$ cat src/rtl/bst_pkg.sv
// Shared types and sizing constants for the bearing slot table.
// Used by bst_mem, bst_cmp, bst_cmp_unit and bearing_slot_table; depends on nothing.
package bst_pkg;

  localparam int TABLE_DEPTH = 256;
  localparam int ANGLE_BITS  = 16;
  localparam int REF_W       = 16;
  localparam int TOL_W       = 15;
  localparam int ADDR_W      = $clog2(TABLE_DEPTH);
  localparam int CNT_W       = $clog2(TABLE_DEPTH + 1);

  typedef logic [ANGLE_BITS-1:0] angle_t;
  typedef logic [REF_W-1:0]      ref_t;
  typedef logic [TOL_W-1:0]      tol_t;
  typedef logic [ADDR_W-1:0]     addr_t;
  typedef logic [CNT_W-1:0]      cnt_t;

  typedef struct packed {
    angle_t key;
    ref_t   pref;
  } entry_t;

  // Flags from the shared compare unit
  typedef struct packed {
    logic le;    // stored key <= bearing
    logic eq;    // stored key == bearing
    logic near;  // circular distance within tolerance
  } cmp_t;

endpackage

$ cat src/rtl/bst_cmp_unit.sv
// Shared compare unit: ordering, equality and circular tolerance test of one key.
// Depends on bst_pkg.
module bst_cmp_unit (
  input  bst_pkg::angle_t key,
  input  bst_pkg::angle_t bearing,
  input  bst_pkg::tol_t   tol,
  output bst_pkg::cmp_t   flags
);
  import bst_pkg::*;

  angle_t d_up;
  angle_t d_dn;
  angle_t d_min;

  always_comb begin
    d_up       = key - bearing;
    d_dn       = bearing - key;
    d_min      = (d_up < d_dn) ? d_up : d_dn;
    flags.le   = (key <= bearing);
    flags.eq   = (key == bearing);
    flags.near = (d_min <= ANGLE_BITS'(tol));
  end

endmodule

$ cat config.mk
export PLATFORM = sky130hd
export DESIGN_NAME = bst_cmp_unit
export DESIGN_NICKNAME = d
export VERILOG_FILES = /design/src/rtl/bst_pkg.sv /design/src/rtl/bst_cmp_unit.sv
export SDC_FILE = /design/constraint.sdc
export NUM_CORES = 1
export LEC_CHECK = 0
export ABC_AREA = 1
export BUFFER_PORTS_ARGS = -buffer_cell sky130_fd_sc_hd__buf_2
export CELL_PAD_IN_SITES_DETAIL_PLACEMENT = 1
export CELL_PAD_IN_SITES_GLOBAL_PLACEMENT = 1
export CORE_UTILIZATION = 44
export DETAILED_ROUTE_END_ITERATION = 12
export PLACE_DENSITY = 0.88
export SLEW_MARGIN = 30
export SYNTH_ARGS = -nofsm -noshare
export SYNTH_HDL_FRONTEND = slang
export SYNTH_SLANG_ARGS = --single-unit
$ cat constraint.sdc
create_clock -name vclk -period 7.35
set_input_delay 1.1025 -clock vclk [all_inputs]
set_output_delay 1.1025 -clock vclk [all_outputs]
set_load 0.01 [all_outputs]
; ---- Word-level counts from Yosys, hierarchy flattened
; Cells that the tools add are included.
; Widths: inputs -> output; s select.
[word_totals]
register_bits = 0
latchBits = 0
mem_bits_rw = 0
mem_bits_ro = 0
output_inout_bits = 3
mem_count = 0
[op_classes]
addsub = 2
n_mul = 0
n_div = 0
magnitude_cmp = 3
eq_ne = 1
shift = 0
n_mux = 1
n_bitwise = 0
reduce_logical = 0
[op_table]
columns = op, n
row1 = $sub 16x16->16, 2
row2 = $eq 16x16->1, 1
row3 = $le 16x15->1, 1
row4 = $le 16x16->1, 1
row5 = $lt 16x16->1, 1
row6 = $mux 16, 1

; ---- Depth between registers and ports, before layout
[logic_depth]
depth_word = 4
ltp_mapped = 36
mapped_depth_nobuf = 34

; ---- Worst setup path before layout
; Ideal clock, no wire load.
[synth_path]
path_kind = input port to output port
start = input key[0]
end = output flags[0] (netlist bit)
arrival_ns = 4.432
slack_ns = 1.816
cell_stages = 33
path_cell_list = inv_1 > ha_1 > fa_1 > o21ai_4 > a21oi_4 > inv_1 > nand2_1 > nand2_1 > nand2_1 > and2_1 > ha_1 > nand2_1 > inv_1 > nand3_1 > inv_1 > nand2_1 > nand2_1 > a21oi_2 > buf_4 > nand2_1 > o21ai_0 > ha_1 > nand2_1 > inv_1 > nand2_1 > nand2_1 > nand2_1 > nand3_1 > nand2_1 > nand2_1 > nand2_1 > nand2_1 > a21oi_2
[synth_rtl]
columns = item, line
row1 = from (decl), bst_cmp_unit.sv:4  ; input bst_pkg::angle_t key,
row2 = to (decl), bst_cmp_unit.sv:7  ; output bst_pkg::cmp_t flags

==> metrics.csv <==
metric,value,unit
Worst path slowest cell,a21oi_2,
crit path max fanout,15,
cell area after synthesis,2850,um^2
vias after detailed routing,3058,
drt pass-1 iters,4,
ant diodes,0,
post-CTS sizing,0,
total negative slack,0,ps
final net count,639,
Register Area,0,um^2
PnR worst setup slack,943,ps
Pwr Density,139,nW/um^2
crit path kind,input port to primary output,
Setup-failing EPs final,0,
cts hold-fix bufs,0,
"most used cell, CP",nand2_1,
grt total ovfl,0,
CP Launch Type,input port,
Slew Limit Fails,0,
synth warn,0,
"commonest non-fill, non-tap cell in the layout",nand2_1,
Max VDD drop,74.5,uV
Area Overhead vs Synth,9.09,%
fin crit share,87.2,%
Synth Instances,488,
Post-Route WL,8020,um
IO buf count,50,
Final GP Congestion,0.871,
pin count of the biggest net entering global routing,16,
initial cell density of the core,46.7,%
GRT Util Overall,25.6,%
Fill cells,933,
layout cell share with drive strength beyond 1,17.6,%
fmax,156,MHz
routed len/inst,13.3,um
"Seq/Total Area, Yosys",0,%
Die Ht,82.5,um
Crit. End Element,primary output,
area of the core,6100,um^2
worst-margin pin slew,694,ps
Post-DRT Antenna Nets,0,
postcts setup bufs,0,
DRC errors left,0,
post-synth cell types,35,
pre-CTS setup slack,933,ps
initial antenna violation count,0,
Initial DRC Count,76,
"Avg Cell Area, Syn",5.84,um^2
io pins,50,
Post-Syn Nets,597,
most frequent cells in the layout,"nand2_1 (143), inv_1 (106), ha_1 (60)",
cell taking the most area after synthesis,ha_1,
clock buffers,0,
seq_cells,0,
vias in the first global route,3112,
RSZ-0062 raised after global routing,no,
Slew headroom,53.7,%
HP Class,input port to primary output,
via/cell ratio,5.07,
die area,6800,um^2
top post-synthesis cells by area,"ha_1 (26%), nand2_1 (19%), inv_1 (14%)",
Tmin final,6410,ps
Pleak,2.01,nW
WP data required,6250,ps
critical path's largest stage delay,520,ps
Die X,82.5,um
Detail Placement HPWL,7360,um
final hold violation count,0,
Rows,28,
status,finished clean,
worst path arrival time,5300,ps
"Power, Total",0.433,mW
Fin Hold WS,2750,ps
area of the multi-input gates,2340,um^2
Max-Cap Viols,0,
post-synth top area share,26.4,%
wire length of the first global-routing pass,13700,um
[path summary, 6_finish.rpt]
| kind | start | endpoint | slack [ps] | cells after the start |
|---|---|---|---|---|
| worst max-delay path | key[0] | flags[0] | 940 | 31 |
| worst min-delay path | tol[14] | flags[0] | 2750 | 7 |
[logic make-up after synthesis]
logic type	count (synthesis)	share of synthesized area, %
AO/OA/AOI/OAI	60	14.2
adder cells (fa/ha/maj)	62	27.8
XOR/XNOR	16	5.18
AND/OR/NAND/NOR	228	35.1
buffers and inverters	122	17.8
[report_power, final]
| group | switching [mW] | internal [mW] |
|---|---|---|
| Sequential | 0 | 0 |
| Clock | 0 | 0 |
| Combinational | 0.272 | 0.161 |
| Total | 0.272 | 0.161 |
[worst max-delay path: cells and delay by family]
| kind | cells | cell delay (ps) |
|---|---|---|
| buf+inv | 6 | 410 |
| compound gates | 6 | 1410 |
| simple gates | 15 | 1060 |
| fa+ha+maj | 4 | 1320 |
[synth_stat cells, drive strengths merged]
cell / count
ha: 60
fa: 2
nor2: 28
nor3: 7
o211ai: 2
and2: 2
or2: 1
o21bai: 3
nand2: 156
a211oi: 1
a31o: 1
nand4: 2
buf: 10
a21o: 4
o21ai: 16
a21oi: 33
xor2: 14
inv: 112
nand3: 32
xnor2: 2
[per-layer routing]
layer | global-route usage [%] | up-vias | part of all wire (%)
li1 | - | 1579 | -
met1 | 33.5 | 1406 | 50
met2 | 46.6 | 61 | 47
met3 | 0.769 | 12 | 2.6
met4 | 4.39 | 0 | 1.1
met5 | 0 | - | 0
[per-stage QoR]
step | utilization, % | area, um^2 | std cells
after global routing | 51.0 | 3110 | 603
after floorplan | - | 2850 | 488
after detailed placement | 51.0 | 3110 | 603
after global placement | 51.0 | 3110 | 603
final | 51.0 | 3110 | 603
after CTS | 51.0 | 3110 | 603
[final cells by class]
cell class	instances	share of cell area (%)
inverters	112	13.5
multi-input cells	366	75.4
well taps	75	3.02
repair buffers	50	8.05
No activity file was read; power rests on OpenSTA's default activity.
