[config.mk]
export PLATFORM = sky130hd
export DESIGN_NAME = bst_cmp
export DESIGN_NICKNAME = d
export VERILOG_FILES = /design/src/rtl/bst_pkg.sv /design/src/rtl/bst_cmp.sv
export SDC_FILE = /design/constraint.sdc
export NUM_CORES = 1
export LEC_CHECK = 0
export BUFFER_PORTS_ARGS = -buffer_cell sky130_fd_sc_hd__buf_2
export CAP_MARGIN = 20
export CORE_MARGIN = 5
export CORE_UTILIZATION = 54
export DETAILED_ROUTE_END_ITERATION = 6
export PLACE_DENSITY = 0.95
export SLEW_MARGIN = 20
export SYNTH_ARGS = -nofsm -noshare
export SYNTH_HDL_FRONTEND = slang
export SYNTH_SLANG_ARGS = --single-unit
export TNS_END_PERCENT = 100
[constraint.sdc]
create_clock -name vclk -period 3.05
set_input_delay 0.1525 -clock vclk [all_inputs]
set_output_delay 0.1525 -clock vclk [all_outputs]
set_load 0.02 [all_outputs]
[src/rtl/bst_pkg.sv]
// Shared types and sizing constants for the bearing slot table.
// Used by bst_mem, bst_cmp, bst_cmp_unit and bearing_slot_table; depends on nothing.
package bst_pkg;

  localparam int TABLE_DEPTH = 256;
  localparam int ANGLE_BITS  = 16;
  localparam int REF_W       = 16;
  localparam int TOL_W       = 15;
  localparam int ADDR_W      = $clog2(TABLE_DEPTH);
  localparam int CNT_W       = $clog2(TABLE_DEPTH + 1);

  typedef logic [ANGLE_BITS-1:0] angle_t;
  typedef logic [REF_W-1:0]      ref_t;
  typedef logic [TOL_W-1:0]      tol_t;
  typedef logic [ADDR_W-1:0]     addr_t;
  typedef logic [CNT_W-1:0]      cnt_t;

  typedef struct packed {
    angle_t key;
    ref_t   pref;
  } entry_t;

  // Flags from the shared compare unit
  typedef struct packed {
    logic le;    // stored key <= bearing
    logic eq;    // stored key == bearing
    logic near;  // circular distance within tolerance
  } cmp_t;

endpackage

[src/rtl/bst_cmp.sv]
// Window test of the held bearing: does the tolerance reach past either end of the circle.
// Depends on bst_pkg.
module bst_cmp (
  input  bst_pkg::angle_t bearing,
  input  bst_pkg::tol_t   tol,
  output logic            wrap_hi,
  output logic            wrap_lo
);
  import bst_pkg::*;

  logic [ANGLE_BITS:0] up_sum;

  // carry out of bearing + tolerance means the window reaches past the top of the circle
  assign up_sum  = {1'b0, bearing} + (ANGLE_BITS + 1)'(tol);
  assign wrap_hi = up_sum[ANGLE_BITS];
  assign wrap_lo = (bearing <= ANGLE_BITS'(tol));

endmodule

# After elaboration in Yosys (flattened, before gate mapping)

Cells that the tools add are included.

Add/sub/neg operators: 1
Multipliers: 0
Div/mod/pow operators: 0
$lt $le $gt $ge: 1
Eq/ne operators: 0
Shifts and indexed selects: 0
Mux-type cells: 0
Bitwise operators: 0
Reductions and logical operators: 0

Operator list:

| operator                                         | number |
|---|---|
| 16-bit by 15-bit adder with 17-bit output        | 1 |
| 16-bit by 15-bit <= comparator with 1-bit output | 1 |

Flip-flop bits (word level): 0
Latch bits: 0
RAM bits: 0
ROM bits: 0
Input port bits: 31
Output and inout port bits: 2
Logic and storage cells: 2
Memories kept: 0

# Depth between registers and ports, before layout

Depth in word-level cells: 1
Gate-level depth with buffers: 7
Gate-level depth less buffers: 7

# Worst setup path after synthesis

No wires, ideal clock.

Kind: input -> output
Start point: input port tol[14]
End point: output port wrap_hi
Arrival: 1254 ps
Data required time: 2897 ps
Setup slack: 1644 ps
Stages on the path: 5
Buffers on the path: 0
Cells stage by stage: inv_1 -> ha_1 -> nor4b_1 -> nand2_1 -> o21ai_1

Longest elaborated chain between the ends: 1

RTL lines:

| element                                   | RTL line      | RTL |
|---|---|---|
| from (decl)                               | bst_cmp.sv:5  | `input bst_pkg::tol_t tol,` |
| 16-bit by 15-bit adder with 17-bit output | bst_cmp.sv:14 | `assign up_sum = {1'b0, bearing} + (ANGLE_BITS + 1)'(tol);` |
| to (decl)                                 | bst_cmp.sv:6  | `output logic wrap_hi,` |

Every way passes these cells.

# Worst setup path in the final report

Start point: input port tol[14]
End point: output port wrap_lo

Longest elaborated chain between the ends: 1

RTL lines:

| element                                          | RTL line      | RTL |
|---|---|---|
| 16-bit by 15-bit <= comparator with 1-bit output | bst_cmp.sv:16 | `assign wrap_lo = (bearing <= ANGLE_BITS'(tol));` |
| to (decl)                                        | bst_cmp.sv:7  | `output logic wrap_lo` |

Every way passes these cells.

==> flow_summary.json <==
{
  "post_route_cells_drive_above_1_share": 0.272,
  "crit_start": "tol[14]",
  "maxCapViolCount": 0,
  "syn_inst": 92,
  "grt_pass1_vias": 718,
  "seq_area_sq_um": 0,
  "setup_viol_count_final": 0,
  "post-route-period-util": 0.559,
  "path_class": "primary input to output pin",
  "switching_share": 0.535,
  "syn_avg_cell_area_sq_um": 7.64,
  "final_max_slew_viol_count": 0,
  "synth_common_cells": "ha_1 (30), inv_1 (21), a21oi_1 (10)",
  "seqPwrFrac": 0,
  "place.gp.congestion": 0.836,
  "yosys.area.top_type_share": 0.534,
  "cts_resized": 0,
  "dpl.hpwl_microns": 1490,
  "end_kind": "output pin",
  "dieArea_sq_mm": 0.00212,
  "final_area_sq_um": 887,
  "vias": 742,
  "die_h_microns": 46.1,
  "io_pins": 33,
  "status": "completed",
  "layout_min_cycle_time_ns": 1.71,
  "synth_most_common_cell": "ha_1",
  "die_w_microns": 46.1,
  "antenna_cells": 0,
  "fin_nets": 188,
  "core_sq_mm": 0.00127,
  "multi_input_area_sq_um": 624,
  "grt_max_degree": 6,
  "grt_pass1_wl_microns": 2420,
  "ys_types": 23,
  "timing_hold_violations_final": 0,
  "nFlopsAndLatches": 0,
  "path_max_fanout": 4,
  "n_clock_buffer": 0,
  "tns_ns": 0,
  "ant_nets": 0,
  "p_sw_uw": 58.0,
  "grtUsageTotal": 0.145,
  "min_from": "bearing[15]",
  "max_freq_mhz": 586,
  "firstDrtPassIters": 4,
  "crit_chain": "buf_2 -> inv_1 -> ha_1 -> nand4b_1 -> nor2_1 -> nand3_1 -> o21bai_1 -> a21o_1 -> buf_2",
  "cp_data_required_time_ns": 2.90,
  "cp.arrival_ns": 1.55,
  "start_util": 0.554,
  "crit_path_top_delay_cell": "ha_1",
  "ir_drop_mv": 0.0679,
  "syn_to_final_growth_pct": 26.2,
  "wl_per_cell_microns": 11.5,
  "first_iter_violations": 8,
  "max_slew_margin": 0.757,
  "p_leak_nw": 0.558,
  "hold_path.class": "primary input to output pin",
  "worst_pin_slew_ns": 0.360,
  "routed_wirelength_microns": 1610,
  "clockPowerShare": 0,
  "overflow": 0,
  "total_power_uw": 108,
  "postCtsHoldBufs": 0,
  "yosysTopAreaCell": "ha_1",
  "vias_per_cell": 5.30,
  "cp-start-kind": "primary input",
  "synth_fp_nets": 153,
  "seq_area_frac_synth": 0,
  "yosys_warnings": 0,
  "io_buffers": 33,
  "rsz0062_at_grt": "false",
  "route.detailed.drc": 0,
  "crit_path_frequent_cell": "buf_2",
  "placed_cell_area_sq_um": 887,
  "fillers": 108,
  "p_int_uw": 50.5,
  "std_cell_rows": 13,
  "syn_area_sq_um": 703,
  "combPwrFrac": 1.000,
  "powerDensity_mw_per_mm2": 122,
  "max_stage_delay_ns": 0.34,
  "cts_setup_buffers": 0,
  "grt_antenna_before_repair": 0,
  "ys_top_cells_by_area": "ha_1 (53%), inv_1 (11%), a21oi_1 (7.1%), a21o_1 (3.2%), o21bai_1 (2.1%)"
}
==> per-layer routing <==
| metal | share of wire | vias up | track usage |
|---|---|---|---|
| met5 | 0 | - | 0 |
| met4 | 0 | 0 | 0.0114 |
| met3 | 0.066 | 0 | 0.00391 |
| met2 | 0.54 | 25 | 0.330 |
| met1 | 0.39 | 333 | 0.140 |
| li1 | - | 384 | - |
==> stage by stage <==
step	hold slack (ns)	worst slack (ns)	util	instances
floorplan	0.581	1.64	-	92
global placement	0.729	1.43	0.699	140
detailed placement	0.730	1.36	0.699	140
CTS	0.732	1.36	0.699	140
global route	0.774	1.24	0.699	140
finish	0.741	1.34	0.699	140
==> layout make-up <==
cell class	count	area share
inverter	21	0.0889
multi-input combinational	71	0.704
tap	15	0.0212
timing repair buffer	33	0.186
==> power groups by stage <==
stage,Clock (mW),Combinational [mW],Sequential (mW)
floorplan,0,0.0644,0
finish,0,0.108,0
detailed placement,0,0.108,0
global placement,0,0.101,0
CTS,0,0.108,0
global route,0,0.122,0
==> logic make-up after synthesis <==
family	synth area share
adder cells (fa/ha/maj)	0.534
AND/OR/NAND/NOR	0.123
buffers and inverters	0.112
AO/OA/AOI/OAI	0.231
==> worst paths after layout <==
kind,end,slack (ns),cells past startpoint
worst max-delay path,wrap_lo,1.34,9
worst min-delay path,wrap_hi,0.74,4
==> worst max-delay path: cells and delay by family <==
| kind | cells | cell delay (ns) |
|---|---|---|
| compound gates | 2 | 0.35 |
| fa+ha+maj | 1 | 0.34 |
| buf+inv | 3 | 0.28 |
| simple gates | 3 | 0.43 |
==> placed cells by master (no fill, tap or decap), types with 2 or more instances in the layout <==
| master | Yosys | final |
|---|---|---|
| buf_2 | 0 | 33 |
| ha_1 | 30 | 30 |
| inv_1 | 21 | 21 |
| a21oi_1 | 10 | 10 |
| nor2_1 | 3 | 3 |
| nand2_1 | 3 | 3 |
| a21o_1 | 3 | 3 |
| nor3_1 | 2 | 2 |
| o31ai_1 | 2 | 2 |
| o21bai_1 | 2 | 2 |
| o21ai_0 | 2 | 2 |
| nand4_1 | 2 | 2 |
Note: power is estimated with default switching activity, not from simulation.
